**config.mk**
```make
export PLATFORM = sky130hd
export DESIGN_NAME = tdl_queue
export DESIGN_NICKNAME = d
export VERILOG_FILES = /design/src/rtl/tdl_pkg.sv /design/src/rtl/tdl_queue.sv
export SDC_FILE = /design/constraint.sdc
export NUM_CORES = 1
export LEC_CHECK = 0
export ABC_AREA = 1
export BUFFER_PORTS_ARGS = -buffer_cell sky130_fd_sc_hd__buf_2
export CAP_MARGIN = 20
export CORE_UTILIZATION = 58
export CTS_BUF_LIST = sky130_fd_sc_hd__clkbuf_2 sky130_fd_sc_hd__clkbuf_4 sky130_fd_sc_hd__clkbuf_8
export CTS_CLUSTER_SIZE = 28
export DETAILED_ROUTE_END_ITERATION = 8
export PLACE_DENSITY_LB_ADDON = 0.05
export SLEW_MARGIN = 25
export SYNTH_ARGS = -nofsm -noshare
export SYNTH_HDL_FRONTEND = slang
export SYNTH_SLANG_ARGS = --single-unit
export TNS_END_PERCENT = 100
```
**constraint.sdc**
```tcl
create_clock -name clk -period 3 [get_ports clk]
set_input_delay 0.3 -clock clk [delete_from_list [all_inputs] [get_ports clk]]
set_output_delay 0.3 -clock clk [all_outputs]
set_load 0.02 [all_outputs]
```
**src/rtl/tdl_pkg.sv**
```systemverilog
// Shared types, constants and functions of the table-driven lexer scanner.
`default_nettype none

package tdl_pkg;

	// Table geometry
	localparam int STATE_COUNT = 32;
	localparam int CLASS_COUNT = 17;
	localparam int TBL_DEPTH   = STATE_COUNT * CLASS_COUNT;
	localparam int TBL_ADDR_W  = $clog2(TBL_DEPTH);

	// Field widths fixed by the item format
	localparam int STATE_W = 5;
	localparam int CLASS_W = 5;
	localparam int CODE_W  = 5;
	localparam int CHAR_W  = 8;
	localparam int ENTRY_W = STATE_W + CODE_W;

	// Request queue between front and back, power of two deep
	localparam int QUEUE_DEPTH = 2;

	// Configuration port
	localparam int CFG_ADDR_W  = 3;
	localparam int CFG_DATA_W  = 32;
	localparam logic [CFG_ADDR_W-3:0] REG_CONSUME_CODE = '0;
	localparam logic [CODE_W-1:0] CONSUME_RESET = CODE_W'(18);

	// Commands
	localparam logic CMD_SCAN  = 1'b0;
	localparam logic CMD_WRITE = 1'b1;

	// Character classes
	localparam logic [CLASS_W-1:0] CLS_LETTER  = CLASS_W'(0);
	localparam logic [CLASS_W-1:0] CLS_UNDER   = CLASS_W'(1);
	localparam logic [CLASS_W-1:0] CLS_MINUS   = CLASS_W'(2);
	localparam logic [CLASS_W-1:0] CLS_PLUS    = CLASS_W'(3);
	localparam logic [CLASS_W-1:0] CLS_DOT     = CLASS_W'(4);
	localparam logic [CLASS_W-1:0] CLS_UPPER_E = CLASS_W'(5);
	localparam logic [CLASS_W-1:0] CLS_LOWER_E = CLASS_W'(6);
	localparam logic [CLASS_W-1:0] CLS_DIGIT   = CLASS_W'(7);
	localparam logic [CLASS_W-1:0] CLS_GT      = CLASS_W'(8);
	localparam logic [CLASS_W-1:0] CLS_EQ      = CLASS_W'(9);
	localparam logic [CLASS_W-1:0] CLS_BANG    = CLASS_W'(10);
	localparam logic [CLASS_W-1:0] CLS_SPACE   = CLASS_W'(11);
	localparam logic [CLASS_W-1:0] CLS_OTHER   = CLASS_W'(12);
	localparam logic [CLASS_W-1:0] CLS_LT      = CLASS_W'(13);
	localparam logic [CLASS_W-1:0] CLS_SLASH   = CLASS_W'(14);
	localparam logic [CLASS_W-1:0] CLS_STAR    = CLASS_W'(15);
	localparam logic [CLASS_W-1:0] CLS_NEWLINE = CLASS_W'(16);

	// Input request as it arrives
	typedef struct packed {
		logic               command;
		logic [CHAR_W-1:0]  char_byte;
		logic [STATE_W-1:0] entry_state;
		logic [CLASS_W-1:0] entry_class;
		logic [STATE_W-1:0] entry_next;
		logic [CODE_W-1:0]  entry_code;
	} in_item_t;

	// Result item
	typedef struct packed {
		logic [CODE_W-1:0] token_code;
		logic              rescanned;
		logic              stuck;
		logic              last;
	} out_item_t;

	// Classified request held in the queue
	typedef struct packed {
		logic               command;
		logic [CLASS_W-1:0] cls;
		logic [STATE_W-1:0] entry_state;
		logic [CLASS_W-1:0] entry_class;
		logic [STATE_W-1:0] entry_next;
		logic [CODE_W-1:0]  entry_code;
	} q_item_t;

	// Fixed byte-to-class map
	function automatic logic [CLASS_W-1:0] char_class(input logic [CHAR_W-1:0] b);
		logic [CLASS_W-1:0] c;
		case (b) inside
			8'h45:                   c = CLS_UPPER_E;
			8'h65:                   c = CLS_LOWER_E;
			[8'h41:8'h5A], [8'h61:8'h7A]: c = CLS_LETTER;
			[8'h30:8'h39]:           c = CLS_DIGIT;
			8'h5F:                   c = CLS_UNDER;
			8'h2D:                   c = CLS_MINUS;
			8'h2B:                   c = CLS_PLUS;
			8'h2E:                   c = CLS_DOT;
			8'h3E:                   c = CLS_GT;
			8'h3D:                   c = CLS_EQ;
			8'h21:                   c = CLS_BANG;
			8'h20, 8'h0D:            c = CLS_SPACE;
			8'h3C:                   c = CLS_LT;
			8'h2F:                   c = CLS_SLASH;
			8'h2A:                   c = CLS_STAR;
			8'h0A:                   c = CLS_NEWLINE;
			default:                 c = CLS_OTHER;
		endcase
		return c;
	endfunction

	// Row-major table address: state * CLASS_COUNT + class
	function automatic logic [TBL_ADDR_W-1:0] tbl_addr(input logic [STATE_W-1:0] st,
			input logic [CLASS_W-1:0] cl);
		return TBL_ADDR_W'(st) * TBL_ADDR_W'(CLASS_COUNT) + TBL_ADDR_W'(cl);
	endfunction

	// Stored next states past the last row fall back to the start state
	function automatic logic [STATE_W-1:0] fix_state(input logic [STATE_W-1:0] st);
		return (int'(st) >= STATE_COUNT) ? '0 : st;
	endfunction

endpackage

`default_nettype wire

```
**src/rtl/tdl_queue.sv**
```systemverilog
// Short FIFO of classified requests between front and back.
`default_nettype none

module tdl_queue (
	input  wire logic             clk,
	input  wire logic             arst_n,
	input  wire logic             push_valid,
	output logic                  push_ready,
	input  wire tdl_pkg::q_item_t push_item,
	output logic                  pop_valid,
	input  wire logic             pop_ready,
	output tdl_pkg::q_item_t      pop_item
);

	import tdl_pkg::*;

	localparam int PTR_W = (QUEUE_DEPTH > 1) ? $clog2(QUEUE_DEPTH) : 1;
	localparam int CNT_W = $clog2(QUEUE_DEPTH + 1);

	q_item_t          slot_q [QUEUE_DEPTH];
	logic [PTR_W-1:0] wr_ptr_q;
	logic [PTR_W-1:0] rd_ptr_q;
	logic [CNT_W-1:0] count_q;
	logic             do_push;
	logic             do_pop;

	assign push_ready = (count_q != CNT_W'(QUEUE_DEPTH));
	assign pop_valid  = (count_q != '0);
	assign pop_item   = slot_q[rd_ptr_q];
	assign do_push    = push_valid && push_ready;
	assign do_pop     = pop_valid && pop_ready;

	// Pointers and fill count
	always_ff @(posedge clk or negedge arst_n) begin
		if (!arst_n) begin
			wr_ptr_q <= '0;
			rd_ptr_q <= '0;
			count_q  <= '0;
		end else begin
			if (do_push) begin
				wr_ptr_q <= wr_ptr_q + PTR_W'(1);
			end
			if (do_pop) begin
				rd_ptr_q <= rd_ptr_q + PTR_W'(1);
			end
			if (do_push && !do_pop) begin
				count_q <= count_q + CNT_W'(1);
			end else if (do_pop && !do_push) begin
				count_q <= count_q - CNT_W'(1);
			end
		end
	end

	// Storage
	always_ff @(posedge clk) begin
		if (do_push) begin
			slot_q[wr_ptr_q] <= push_item;
		end
	end

endmodule

`default_nettype wire

```
# Word-level counts from Yosys, hierarchy flattened
# Memory sizes are Yosys's and may differ from the RTL's.
# Cells that the tools add are included.
[word_totals]
register_bits = 4
elab_cells = 21
mem_count = 1
input_bits = 30
mem_bits_rw = 52
output_inout_bits = 28
[memory_table]
columns = ["name", "depth", "word_bits", "rd", "rd_ports_with_merged_regs", "write_ports", "line", "source"]
rows = [
  ["slot_q", 2, 26, 1, 0, 1, "tdl_queue.sv:20", "q_item_t slot_q [QUEUE_DEPTH];"],
]
[classes]
mux = 4
reduce_logical = 8
add_sub_neg = 4
n_eq_ne = 1
[ops]
columns = ["operator", "n"]
rows = [
  ["1-bit logical AND", 4],
  ["2-bit 2-to-1 mux", 2],
  ["2-bit nonzero test", 2],
  ["1-bit adder (second input constant)", 2],
  ["2-bit by 1-bit adder with 2-bit output (second input constant)", 1],
  ["1-bit zero test", 2],
  ["1-bit 2-to-1 mux", 2],
  ["2-bit != test (second input constant)", 1],
  ["2-bit by 1-bit subtractor with 2-bit output (second input constant)", 1],
]

# Longest topological paths before layout
[depth]
ltp_word = 6
mapped_depth = 10
mapped_depth_nobuf = 10

# Worst setup path after synthesis
# OpenSTA, ideal clock, no wires.
[synth_timing]
path_kind = "flip-flop to flip-flop"
from = "reg count_q[0]"
to = "mem slot_q[0][0] (netlist bit) (enable)"
n_path_buf = 0
required_ns = 2.591
stages_incl_launch_ff = 5
period_less_slack_ns = 2.173
setup_ns = 0.409
slack_ns = 0.827
t_arrival_ns = 1.765
cell_sequence = "dfrtp_1 > inv_2 > nand2_2 > nand2_2 > nor2_1"
[synth_between]
elab_chain_len = 4
[synth_rtl]
columns = ["item", "line", "source"]
rows = [
  ["start: declaration", "tdl_queue.sv:23", "logic [CNT_W-1:0] count_q;"],
  ["start signal: assignment", "tdl_queue.sv:47", "count_q <= count_q + CNT_W'(1);"],
  ["start signal: assignment", "tdl_queue.sv:49", "count_q <= count_q - CNT_W'(1);"],
  ["2-bit != test", "tdl_queue.sv:27", "assign push_ready = (count_q != CNT_W'(QUEUE_DEPTH));"],
  ["net push_ready", "tdl_queue.sv:8", "output logic push_ready,"],
  ["1-bit logical AND", "tdl_queue.sv:30", "assign do_push = push_valid && push_ready;"],
  ["1-bit 2-to-1 mux", "tdl_queue.sv:56", "if (do_push) begin"],
  ["1-bit 2-to-1 mux (not written as such)", "tdl_queue.sv:57", "slot_q[wr_ptr_q] <= push_item;"],
  ["end: declaration", "tdl_queue.sv:20", ""],
]
# The timed path passes the listed nets, and every way through them passes these cells.

==> results.py <==
metrics = {
    "power_and_ir_drop": {
        "cellLeakagePower_nw": 1.15,
        "power_mw": 2.63,
        "powerDensity_nw_per_um2": 1010,
        "peakVddDrop_mv": 0.627,
    },
    "timing": {
        "fmax_mhz": 514,
        "maxSlewHeadroom_pct": 61.5,
        "rsz0062_at_grt": "false",
        "fin_crit_sh_pct": 64.8,
        "setup_viol": 0,
        "clock_skew_ns": 0.00576,
        "fin_setup_tns_ns": 0,
        "period_minus_slack_ns": 1.94,
        "hold_viol": 0,
        "slew_viol_final": 0,
        "timing.hold.ws_ns": 0.174,
        "worst_pin_slew_ns": 0.577,
    },
    "synthesis": {
        "async_reset_ff_share_pct": 7.14,
        "ys_seq_elements": 56,
        "synth-compound-area-share_pct": 0,
        "ys_warn_count": 0,
        "synth_cells": 164,
        "synth_area_um2": 2160,
        "synth-simple-area-share_pct": 17.4,
        "yosys.area_share.xor_xnor_pct": 0.813,
        "synth_area_leaders": "edfxtp_1 72%, nand2_1 14%, dfrtp_1 4.6%",
        "synth_largest_area_cell": "edfxtp_1",
        "synth_top_family_by_area": "simple AND/OR/NAND/NOR gates",
        "synth_edf_count": 52,
        "yosysTopAreaCellShare_pct": 72.4,
        "avgSynthCellArea_um2": 13.1,
        "yosys.area_share.adder_pct": 0.580,
        "synth_nets": 195,
        "ys.flop_type": "edfxtp_1",
        "synth_mux_area_share_pct": 0,
        "yosysUniqueCellTypes": 16,
        "yosysSeqAreaShare_pct": 77.1,
    },
    "run_status": {
        "run_status": "finished, final reports clean",
    },
    "routing": {
        "first_iter_violations": 81,
        "vias": 1343,
        "drt_first_pass_iters": 4,
        "wl_per_cell_um": 12.4,
        "ant_nets": 0,
        "finalWirelength_um": 3400,
        "drc": 0,
        "avgViaCountPerCell": 4.90,
    },
    "grt": {
        "antenna_found_initial": 0,
        "grt-ovfl-total": 0,
        "grtUsageTotal_pct": 19.8,
        "grt_pass1_wl_um": 5660,
        "grt_pass1_vias": 1326,
        "grt_max_degree": 28,
    },
    "worst_setup_path": {
        "start_kind": "register",
        "critPathMaxFanout": 15,
        "r2r_end": "count_q[1]",
        "worstRegToRegCells": 9,
        "arrival_ns": 1.64,
        "crit_type": "register to primary output",
        "rr_startpoint": "count_q[0]",
        "rrSetupSlack_ns": 1.53,
        "end_kind": "primary output",
        "cp.required_ns": 2.70,
    },
    "die": {
        "io_pins": 58,
        "dieArea_um2": 3960,
        "start_util_pct": 62.6,
        "num_rows": 21,
        "die_x_um": 63.0,
        "die_height_um": 63.0,
        "coreArea_um2": 3440,
    },
    "clock_network": {
        "cts_tree": "yes",
        "path_clk_slew_ns": 0.10,
        "insertion_delay_ns": 0.31,
        "clk_path_buf_depth": 2,
        "cts_sinks": 56,
        "cts_buffers": 5,
        "root_buffer": "clkbuf_8",
        "cts_max_level": 2,
    },
    "place": {
        "dpl.hpwl_um": 2380,
        "port_buffers": 57,
        "place.gp.congestion": 0.701,
        "dp.cells": 265,
    },
    "min_path": {
        "hold_class": "primary input to register",
        "holdPathStages": 1,
        "whs_endpoint": "slot_q[1][12]",
        "min_from": "push_item[12]",
    },
    "flow_run": {
        "maxCapViolCount": 0,
    },
    "layout": {
        "final_util_pct": 75.4,
        "n_antenna_cell": 0,
        "instances_no_fill": 274,
        "final_common_cell": "nand2_1",
        "area_delta_synth_final_pct": 20.4,
        "layout-drive-gt1-share_pct": 35.1,
        "fin_nets": 258,
        "layout_common_cells": "80 x nand2_1, 57 x buf_2, 52 x edfxtp_1, 8 x nand2_2",
    },
}
registers in the layout (all words and copies together) (netlist names):
| signal | flops |
|---|---|
| slot_q | 52 |
| count_q | 2 |
| rd_ptr_q | 1 |
| wr_ptr_q | 1 |
worst max-delay path, stage by stage, from the launching register on:
cell	delay (ns)
dfrtp_1	0.72
buf_4	0.30
nand2_1	0.07
nand2_1	0.08
buf_2	0.16
metal layers:
| metal | routed length [um] | up-vias | GRT usage (%) |
|---|---|---|---|
| met5 | 0 | - | 0 |
| met4 | 80 | 0 | 9.88 |
| met3 | 234 | 11 | 8.21 |
| met2 | 1800 | 49 | 34.5 |
| met1 | 1280 | 613 | 19.9 |
| li1 | - | 670 | - |
area by class of cell:
cell class              count  area (um^2)
clock inverters             3         46.3
flip-flops and latches     56         1660
fillers                   242          847
inverters                   7         33.8
well taps                  46         57.6
clock buffers               5         68.8
repair buffers             61          318
multi-input cells          96          409
cell families (layout without fill, tap and decap cells):
family,Yosys count,in the layout
flops,56,56
simple gates,93,93
fa+ha+maj,1,1
buf+inv,12,76
xor+xnor,2,2
through the flow:
stage / setup WS [ns] / area (um^2)
global placement: 1.42 / 2470
global route: 0.947 / 2590
finish: 1.06 / 2590
floorplan: 0.827 / 2160
CTS: 1.04 / 2590
detailed placement: 1.39 / 2470
where the power goes:
part           leakage, nW  switching, mW  internal, mW
Clock               0.0548          0.233         0.251
Sequential           0.531         0.0894          1.07
Combinational        0.564          0.680         0.301
synth_stat cells (2+ instances only):
| library cell | count |
|---|---|
| inv_1 | 5 |
| edfxtp_1 | 52 |
| nand2_2 | 8 |
| buf_6 | 3 |
| nor2_1 | 2 |
| dfrtp_1 | 4 |
| nand3_1 | 2 |
| nand2_1 | 80 |
worst max-delay path by stage:
stage	slack, ns	endpoint	cells after the start	from
CTS	1.04	pop_item[18]	4	rd_ptr_q
floorplan	0.83	slot_q[0][0]	4	count_q[0]
global route	0.95	pop_item[0]	4	rd_ptr_q
global placement	1.42	pop_item[20]	4	rd_ptr_q
detailed placement	1.39	pop_item[18]	4	rd_ptr_q
finish	1.06	pop_item[1]	4	rd_ptr_q
timing repair:
item,4_1_cts,5_1_grt
hold buffers,1,0
endpoints found under the hold margin,4,0
resized for setup,0,0
buffers inserted,0,0
No activity file was read; power rests on OpenSTA's default activity.
