## src/rtl/tdl_pkg.sv

```systemverilog
// Shared types, constants and functions of the table-driven lexer scanner.
`default_nettype none

package tdl_pkg;

	// Table geometry
	localparam int STATE_COUNT = 32;
	localparam int CLASS_COUNT = 17;
	localparam int TBL_DEPTH   = STATE_COUNT * CLASS_COUNT;
	localparam int TBL_ADDR_W  = $clog2(TBL_DEPTH);

	// Field widths fixed by the item format
	localparam int STATE_W = 5;
	localparam int CLASS_W = 5;
	localparam int CODE_W  = 5;
	localparam int CHAR_W  = 8;
	localparam int ENTRY_W = STATE_W + CODE_W;

	// Request queue between front and back, power of two deep
	localparam int QUEUE_DEPTH = 2;

	// Configuration port
	localparam int CFG_ADDR_W  = 3;
	localparam int CFG_DATA_W  = 32;
	localparam logic [CFG_ADDR_W-3:0] REG_CONSUME_CODE = '0;
	localparam logic [CODE_W-1:0] CONSUME_RESET = CODE_W'(18);

	// Commands
	localparam logic CMD_SCAN  = 1'b0;
	localparam logic CMD_WRITE = 1'b1;

	// Character classes
	localparam logic [CLASS_W-1:0] CLS_LETTER  = CLASS_W'(0);
	localparam logic [CLASS_W-1:0] CLS_UNDER   = CLASS_W'(1);
	localparam logic [CLASS_W-1:0] CLS_MINUS   = CLASS_W'(2);
	localparam logic [CLASS_W-1:0] CLS_PLUS    = CLASS_W'(3);
	localparam logic [CLASS_W-1:0] CLS_DOT     = CLASS_W'(4);
	localparam logic [CLASS_W-1:0] CLS_UPPER_E = CLASS_W'(5);
	localparam logic [CLASS_W-1:0] CLS_LOWER_E = CLASS_W'(6);
	localparam logic [CLASS_W-1:0] CLS_DIGIT   = CLASS_W'(7);
	localparam logic [CLASS_W-1:0] CLS_GT      = CLASS_W'(8);
	localparam logic [CLASS_W-1:0] CLS_EQ      = CLASS_W'(9);
	localparam logic [CLASS_W-1:0] CLS_BANG    = CLASS_W'(10);
	localparam logic [CLASS_W-1:0] CLS_SPACE   = CLASS_W'(11);
	localparam logic [CLASS_W-1:0] CLS_OTHER   = CLASS_W'(12);
	localparam logic [CLASS_W-1:0] CLS_LT      = CLASS_W'(13);
	localparam logic [CLASS_W-1:0] CLS_SLASH   = CLASS_W'(14);
	localparam logic [CLASS_W-1:0] CLS_STAR    = CLASS_W'(15);
	localparam logic [CLASS_W-1:0] CLS_NEWLINE = CLASS_W'(16);

	// Input request as it arrives
	typedef struct packed {
		logic               command;
		logic [CHAR_W-1:0]  char_byte;
		logic [STATE_W-1:0] entry_state;
		logic [CLASS_W-1:0] entry_class;
		logic [STATE_W-1:0] entry_next;
		logic [CODE_W-1:0]  entry_code;
	} in_item_t;

	// Result item
	typedef struct packed {
		logic [CODE_W-1:0] token_code;
		logic              rescanned;
		logic              stuck;
		logic              last;
	} out_item_t;

	// Classified request held in the queue
	typedef struct packed {
		logic               command;
		logic [CLASS_W-1:0] cls;
		logic [STATE_W-1:0] entry_state;
		logic [CLASS_W-1:0] entry_class;
		logic [STATE_W-1:0] entry_next;
		logic [CODE_W-1:0]  entry_code;
	} q_item_t;

	// Fixed byte-to-class map
	function automatic logic [CLASS_W-1:0] char_class(input logic [CHAR_W-1:0] b);
		logic [CLASS_W-1:0] c;
		case (b) inside
			8'h45:                   c = CLS_UPPER_E;
			8'h65:                   c = CLS_LOWER_E;
			[8'h41:8'h5A], [8'h61:8'h7A]: c = CLS_LETTER;
			[8'h30:8'h39]:           c = CLS_DIGIT;
			8'h5F:                   c = CLS_UNDER;
			8'h2D:                   c = CLS_MINUS;
			8'h2B:                   c = CLS_PLUS;
			8'h2E:                   c = CLS_DOT;
			8'h3E:                   c = CLS_GT;
			8'h3D:                   c = CLS_EQ;
			8'h21:                   c = CLS_BANG;
			8'h20, 8'h0D:            c = CLS_SPACE;
			8'h3C:                   c = CLS_LT;
			8'h2F:                   c = CLS_SLASH;
			8'h2A:                   c = CLS_STAR;
			8'h0A:                   c = CLS_NEWLINE;
			default:                 c = CLS_OTHER;
		endcase
		return c;
	endfunction

	// Row-major table address: state * CLASS_COUNT + class
	function automatic logic [TBL_ADDR_W-1:0] tbl_addr(input logic [STATE_W-1:0] st,
			input logic [CLASS_W-1:0] cl);
		return TBL_ADDR_W'(st) * TBL_ADDR_W'(CLASS_COUNT) + TBL_ADDR_W'(cl);
	endfunction

	// Stored next states past the last row fall back to the start state
	function automatic logic [STATE_W-1:0] fix_state(input logic [STATE_W-1:0] st);
		return (int'(st) >= STATE_COUNT) ? '0 : st;
	endfunction

endpackage

`default_nettype wire

```

## src/rtl/tdl_front.sv

```systemverilog
// Front end: accepts requests and maps the character byte to its class.
`default_nettype none

module tdl_front (
	input  wire logic              in_valid,
	output logic                   in_ready,
	input  wire tdl_pkg::in_item_t in_data,
	output logic                   push_valid,
	input  wire logic              push_ready,
	output tdl_pkg::q_item_t       push_item
);

	import tdl_pkg::*;

	// Pass handshake to the queue
	assign push_valid = in_valid;
	assign in_ready   = push_ready;

	// Classify and repack
	always_comb begin
		push_item.command     = in_data.command;
		push_item.cls         = char_class(in_data.char_byte);
		push_item.entry_state = in_data.entry_state;
		push_item.entry_class = in_data.entry_class;
		push_item.entry_next  = in_data.entry_next;
		push_item.entry_code  = in_data.entry_code;
	end

endmodule

`default_nettype wire

```

## config.mk

```make
export PLATFORM = sky130hd
export DESIGN_NAME = tdl_front
export DESIGN_NICKNAME = d
export VERILOG_FILES = /design/src/rtl/tdl_pkg.sv /design/src/rtl/tdl_front.sv
export SDC_FILE = /design/constraint.sdc
export NUM_CORES = 1
export LEC_CHECK = 0
export ABC_AREA = 0
export BUFFER_PORTS_ARGS = -buffer_cell sky130_fd_sc_hd__clkbuf_2
export CAP_MARGIN = 20
export CORE_MARGIN = 1.5
export CORE_UTILIZATION = 37
export DETAILED_ROUTE_END_ITERATION = 8
export GPL_ROUTABILITY_DRIVEN = 0
export PLACE_DENSITY_LB_ADDON = 0.1
export SETUP_SLACK_MARGIN = 0.2
export SLEW_MARGIN = 20
export SYNTH_ARGS = -nofsm -noshare
export SYNTH_HDL_FRONTEND = slang
export SYNTH_SLANG_ARGS = --single-unit
```

## constraint.sdc

```tcl
create_clock -name vclk -period 1.5
set_input_delay 0.15 -clock vclk [all_inputs]
set_output_delay 0.15 -clock vclk [all_outputs]
set_load 0.02 [all_outputs]
```

# After elaboration in Yosys (flattened, before gate mapping)
# Cells that the tools add are included.
[totals]
ff_bits = 0
word_cells = 42
input_bits = 31
out_inout_bits = 28
[classes]
muxes = 16
eq_ne = 15
magnitude_cmp = 6
n_reduce_logical = 5
[ops]
columns = ["cell", "n"]
rows = [
  ["$eq A8 B6 Y1 const B", 10],
  ["$mux W5", 16],
  ["$eq A8 B7 Y1 const B", 3],
  ["$eq A8 B4 Y1 const B", 2],
  ["$ge A8 B7 Y1 const B", 2],
  ["$le A8 B7 Y1 const B", 2],
  ["$ge A8 B6 Y1 const B", 1],
  ["$le A8 B6 Y1 const B", 1],
  ["$reduce_or A2 Y1", 2],
  ["$logic_and A1 B1 Y1", 3],
]

# Depth between registers and ports, before layout
# Gate-level depths: netlist of the first run.
[depth]
word_depth = 17
ltp_mapped = 5

# Worst setup path after synthesis of the first run
# Ideal clock, no wire load.
[synth_timing]
path_type = "in2out"
startpoint = "in in_data[24] in the netlist's numbering"
endpoint = "out push_item[22] in the netlist's numbering"
path_buffers = 1
path_stages = 5
arrival_ns = 1.358
slack_ns = -0.008
path_cell_list = "buf_6 -> nor3_1 -> o2bb2ai_1 -> o22ai_1 -> o31ai_1"
[synth_rtl]
columns = ["element", "line_no", "rtl"]
rows = [
  ["start, declared", "tdl_front.sv:7", "input wire tdl_pkg::in_item_t in_data,"],
  ["end, declared", "tdl_front.sv:10", "output tdl_pkg::q_item_t push_item"],
]

==> results.md, run 1 <==
- The worst setup path is of the in2out kind.
- The largest total area in the synthesized netlist belongs to sky130_fd_sc_hd__buf_4.
- The headroom to the max-slew limit is about four fifths.
- The worst voltage drop across the vdd grid is 147.3 uV.
- The area of combinational cells with multiple inputs is about 450 um2.
- The count of endpoints failing hold in the final timing report came to 0.
- Setup repair after global routing could not meet its margin everywhere.
- The standard cell core area is 1366 um2.
- The initialized floorplan defines 13 standard-cell rows.
- In this run the remaining antenna-violating nets after routing total 0.
- The worst hold slack is about 300 ps.
- After filler insertion, the fill cell instance count of the layout stands at 116.
- STA classifies the critical path startpoint as an input port.
- The number of antenna violations at the first check in global routing was 0.
- The number of violations of the max-capacitance limit is 0.
- The number of design rule violations left after detail routing is 0.
- The slew of the pin with the lowest slew margin is about 300 ps.
- The floorplan step defined a die boundary enclosing 1776 um2.
- The vias after detailed routing is roughly 590.
- The sequential-to-total area share from yosys stat is 0%.
- The number of diodes is 0.
- The leading cell type by number of instances after synthesis is sky130_fd_sc_hd__buf_4.
- Along the worst path, the maximum fanout reaches 7.
- The power density over cell area is about 250 nW/um2.
- The top cell type by area accounts for 31.79% of the synthesized area.
- The number of global-route vias before repair was between 500 and 600.
- The count of buffers added on input and output ports is 13.
- The synthesis-to-finish area growth is 49.89%.
- The flow ran to the end, and the final reports show no timing, DRC or antenna violations.
- The max-slew violation count is 0.
- Before antenna repair, the detailed router went through 4 iterations.
- The detailed router finished its first iteration with 7 violations.
- The global-route usage over all layers is roughly 16%.
- Entering global routing, the biggest net connects 11 pins.
- The start point of the worst hold path is in_data[13].
- For this run, the slowest stage of the critical path takes between 200 and 300 ps.
- Setup violations remaining at the end of the flow were counted as 0.
- Derived from the worst setup path, the maximum achievable clock frequency is about 0.67 GHz.
- The die outline width is roughly 42 um.
- The synthesized netlist net count is 112.
- The leakage power summed over all cells is 0.3975 nW.
- The net total in the final layout is 122.
- The fraction of the cycle the final worst path needs is about 100%.
- Traced cell by cell, the critical path runs through buf_8 -> buf_6 -> nor4bb_4 -> nor3_2 -> nor4b_2 -> buf_4 -> o31ai_4 -> buf_6.
- For the worst setup path, the data required time is 1350 ps.
- The initial core utilization is ~41%.
- For this run the aggregate overflow at the end of global routing stands at 0.
- The arrival time reported for the critical path endpoint is 1350 ps.
- After synthesis the cells add up to 566.8 um2.
- After layout, the clock buffer instance count stands at 0.
- The vertical die dimension is 42.14 um.
- Synthesis instantiated 32 different standard cells from the library.
- Wires add up to around 1500 um.
- The path type of the worst min-delay path is in2out.
- Yosys printed 0 warnings.
- The per-cell via count in the routed design is 5.654.
- The flip-flop and latch area is 0 um2.
- The count of sequential standard cells is 0.
- The wire length of the first global-routing pass is ~2300 um.
- The cell at the slowest stage of the critical path is sky130_fd_sc_hd__nor4bb_4.
- For the finished layout, the period the worst path requires is between 1000 and 1500 ps.
- The category of the worst setup path capture point is a primary output.
- The HPWL after detailed placement is 1068 um.
- The setup TNS is 0 ps.
- The worst hold path passes through 0 cells.
- Cells with a size suffix above 1 make up about three fifths of the layout.
- between 50 and 60 I/O pins were placed.
- The worst hold path terminates at push_item[13].
- By count the netlist is led by 24 x sky130_fd_sc_hd__buf_4, 5 x sky130_fd_sc_hd__nor2_1, 4 x sky130_fd_sc_hd__nand2_1.
- Synthesis handed over a netlist of a little over 80 instances.
- In the final routed layout, each cell accounts on average for 14.46 um.
- Averaged over all synthesized cells, the footprint is 6.997 um2.
- By area the synthesized netlist is led by sky130_fd_sc_hd__buf_4 32%, sky130_fd_sc_hd__buf_6 4.0%, sky130_fd_sc_hd__a32o_1 3.5%.
- The most numerous cell type found on the critical path is sky130_fd_sc_hd__buf_6.
[worst max path at each step]
stage,from,endpoint,slack [ps],depth (start not counted)
after floorplan,in_data[23],push_item[23],170,5
after global placement,in_data[21],push_item[22],-80,6
after detailed placement,in_data[21],push_item[22],-80,6
after CTS,in_data[21],push_item[22],-20,8
after global routing,in_data[26],push_item[22],-90,7
final,in_data[21],push_item[22],5,8
[cells by family after synthesis]
family,share of synthesized area [%]
xor gates and xnor gates,1.546
AOI/OAI and AO/OA,21.41
buffers and inverters,39.73
and+or+nand+nor,37.31
[report_power, final]
part,switching [mW],total (mW),internal (mW)
Clock,0,0,0
Combinational,0.0881,0.211,0.123
Sequential,0,0,0
Total,0.0881,0.211,0.123
[area by class of cell]
cell class / instances / area share (%)
repair buffers: 37 / 44.48
multi-input cells: 50 / 52.43
inverters: 2 / 0.8837
well taps: 15 / 2.209
[per-stage QoR]
step	utilization [%]	area, um2	total power, mW	instances	setup slack (ps)
floorplan	-	609.3	0.1792	81	170.1
global placement	45.60	623.1	0.1460	101	-81.03
detailed placement	45.60	623.1	0.1461	101	-83.00
CTS	56.41	770.7	0.1835	103	-21.49
global route	62.18	849.6	0.2249	104	-89.78
finish	62.18	849.6	0.2107	104	4.899
[worst max-delay path, delay by kind of cell]
family	cells	cell delay, ps
buffers and inverters	4	510
AND/OR/NAND/NOR	3	620
AO/OA/AOI/OAI	1	50
[repair_timing]
action	CTS	global route
setup endpoints to repair	4	4
endpoints found under the hold margin	0	0
gates resized for setup	25	17
gates cloned	0	0
pin swaps	11	8
hold buffers	0	0
setup buffers	2	1
[routing by layer]
| layer | vias up | track usage (%) | share of wire (%) |
|---|---|---|---|
| met1 | 260 | 18.73 | 42 |
| met5 | - | 0 | 0 |
| met2 | 18 | 30.00 | 50 |
| li1 | 294 | - | - |
| met4 | 0 | 5.625 | 2.4 |
| met3 | 16 | 0.4310 | 5.5 |
[layout by cell type (no fill, tap or decap), drive strengths merged]
master,count
a21oi,3
a221o,1
a22o,1
a31oi,1
a32o,2
a32oi,1
and3,2
and3b,2
and4b,3
buf,29
clkbuf,8
inv,2
nand2,4
nand2b,1
nand3,2
nand3b,1
nand4,2
nor2,5
nor3,3
nor3b,1
nor4b,2
nor4bb,2
o21ai,3
o22ai,2
o2bb2ai,2
o31ai,1
or2,1
or3,1
xnor2,1
No activity file was read; power rests on OpenSTA's default activity.
==> run 2: changes to the inputs <==
==> constraint.sdc (replaced) <==
create_clock -name vclk -period 1.5
set_input_delay 0.15 -clock vclk [all_inputs]
set_output_delay 0.15 -clock vclk [all_outputs]
set_load 0.01 [all_outputs]
==> run 2 against run 1 <==
Effect of this change: utilization down 7.7 points; critical path depth down 2; via count down 0.51%; combinational power down 14%; first-iteration DRC count rose to 4.4 times the previous value; global-route usage down 0.088 points; largest cell class unchanged; highest routed layer unchanged.
==> results.md, run 2 (synthesis gave the netlist of run 1 again) <==
- The number of design rule violations left after detail routing is 0 (unchanged).
- The final number of setup-violating endpoints is 0 (unchanged).
- The synthesis-to-finish area growth was 31.35% (was 49.89%).
- The routed length on met1 is 646 um (was 633 um).
- The count of endpoints failing hold in the final timing report is 0 (unchanged).
- The number of port buffers is 13 (unchanged).
- The number of detailed-routing iterations run before antenna repair is 4 (unchanged).
- The uppermost metal layer occupied by signal nets is met4 (unchanged).
- The fraction of the cycle the final worst path needs is 96.47% (was 99.67%).
- The category of the worst setup path capture point is a primary output (unchanged).
- The leakage power summed over all cells came to 0.3427 nW (was 0.3975 nW).
- The path type of the worst setup path is in2out (unchanged).
- The area of combinational cells with multiple inputs is 412.9 um2 (was 445.4 um2).
- The count of clock buffers in the final design is 0 (unchanged).
- The headroom to the max-slew limit was 82.52% (was 79.70%).
- The capturing instance or port of the critical path was push_item[21] (was push_item[22]).
- The flip-flop and latch area is 0 um2 (unchanged).
- The number of global-route vias before repair was 515 (was 550).
- Ordered list of cells on the worst path: clkbuf_16 -> and4b_4 -> a22o_1 -> and3_1 -> or3_1 -> buf_2 (was buf_8 -> buf_6 -> nor4bb_4 -> nor3_2 -> nor4b_2 -> buf_4 -> o31ai_4 -> buf_6).
- The vias after detailed routing is 585 (was 588).
- The power density over cell area is 243.3 nW/um2 (was 248.0 nW/um2).
- The arrival time reported for the critical path endpoint is 1300 ps (was 1350 ps).
- The cell at the slowest stage of the critical path is sky130_fd_sc_hd__or3_1 (was sky130_fd_sc_hd__nor4bb_4).
- The max-slew violation count was 0 (unchanged).
- The initial core utilization is 41.48% (unchanged).
- The wire length of the first global-routing pass came to 2297 um (unchanged).
- The number of placement rows is 13 (unchanged).
- The global-route usage over all layers is 15.74% (was 15.83%).
- The routed wirelength normalized by instance count is 15.42 um (was 14.46 um).
- The net total in the final layout is 115 (was 122).
- The maximum net fanout on the critical path is 8 (was 7).
- The die outline width is 42.14 um (unchanged).
- The count of sequential standard cells is 0 (unchanged).
- The layout cell share with drive strength beyond 1 came to 54.88% (was 60.67%).
- The standard cell core area came to 1366 um2 (unchanged).
- The I/O pin total was 59 (unchanged).
- The vertical die dimension was 42.14 um (unchanged).
- The amount of wire on met2 after detailed routing came to 729 um (was 751 um).
- The final antenna-violating net count is 0 (unchanged).
- The worst setup path startpoint is in_data[22] (was in_data[21]).
- The standard cell area after detailed placement is 515.5 um2 (was 623.1 um2).
- The number of fillers in the final layout is 127 (was 116).
- The required time of the critical path is 1350 ps (about the same).
- The final period demand of the worst path is 1447 ps (was 1495 ps).
- The kind of launch point of the worst setup path is an input port (unchanged).
- The largest net degree at the start of global routing came to 10 (was 11).
- The global route total overflow came to 0 (unchanged).
- The number of diodes is 0 (unchanged).
- Commonest cells after routing, fill and taps aside: 12 x sky130_fd_sc_hd__buf_4, 4 x sky130_fd_sc_hd__nand2_1, 4 x sky130_fd_sc_hd__nor2_1, 4 x sky130_fd_sc_hd__buf_2 (was 21 x sky130_fd_sc_hd__buf_4, 5 x sky130_fd_sc_hd__nor2_1).
- The final core utilization is 54.49% (was 62.18%).
- The leading cell type in the layout, fill and taps excluded is sky130_fd_sc_hd__buf_4 (unchanged).
- The area of all placed cells without fillers is 744.5 um2 (was 849.6 um2).
- The number of DRC markers after the initial detailed-route iteration came to 31 (was 7).
- The detailed-routed wire length on met3 came to 105 um (was 82 um).
- The per-cell via count in the routed design is 6.031 (was 5.654).
- The worst voltage drop across the vdd grid was 116.4 uV (was 147.3 uV).
- The final routed wirelength across all metal layers came to 1496 um (was 1504 um).
- The slew of the pin with the lowest slew margin was 260.2 ps (was 300.4 ps).
- The HPWL after detailed placement is 1032 um (was 1068 um).
- The number of violations of the max-capacitance limit is 0 (unchanged).
- Result of the run: completed (unchanged).
- Unrepaired setup endpoints after global routing: yes (unchanged).
- The hold buffer count at CTS is 0 (unchanged).
- The full die area is 1776 um2 (unchanged).
- The achievable clock frequency is 0.6910 GHz (was 0.6689 GHz).
- The largest stage delay on the critical path is 360 ps (was 270 ps).
- The path type of the worst min-delay path is in2out (unchanged).
- The number of antenna violations at the first check in global routing came to 0 (unchanged).
run 2: routing by layer:
layer,track usage [%],vias up
met4,4.375,0
met2,25.62,27
li1,-,281
met1,21.77,271
met5,0,-
met3,1.724,6
run 2: final cells by class:
cell class	instances	area share [%]
well taps	15	2.521
repair buffers	30	41.01
multi-input cells	50	55.46
inverters	2	1.008
run 2: critical path: cells and delay by family:
kind,cells,cell delay (ps)
buffers and inverters,2,280
AO/OA/AOI/OAI,1,170
AND/OR/NAND/NOR,3,700
run 2: worst min path at each step:
stage           startpoint             to  slack [ps]  cells past startpoint
6_report       in_data[11]  push_item[11]         300                      0
5_1_grt         in_data[2]   push_item[2]         300                      0
4_1_cts         push_ready       in_ready         300                      0
3_5_place_dp    push_ready       in_ready         300                      0
3_3_place_gp    push_ready       in_ready         300                      0
2_1_floorplan   push_ready       in_ready         390                      1
run 2: report_power, final:
part	internal, mW	switching (mW)
logic	0.103	0.0784
clock network	0	0
registers	0	0
run 2: metrics by stage:
stage / hold slack (ps) / cells / total power [mW] / TNS, ps / worst slack (ps)
global route: 300.0 / 97 / 0.1942 / -42.43 / -32.63
floorplan: 391.8 / 81 / 0.1371 / 0 / 204.9
finish: 300.0 / 97 / 0.1812 / 0 / 52.92
detailed placement: 300.1 / 91 / 0.1193 / -11.75 / -11.75
global placement: 300.1 / 91 / 0.1200 / -21.14 / -21.14
CTS: 300.1 / 97 / 0.1583 / 0 / 39.17
run 2: timing repair:
item	4_1_cts	5_1_grt
buffers inserted	5	0
resized for setup	20	18
gates cloned	1	0
setup endpoints to repair	4	4
pin swaps	10	8
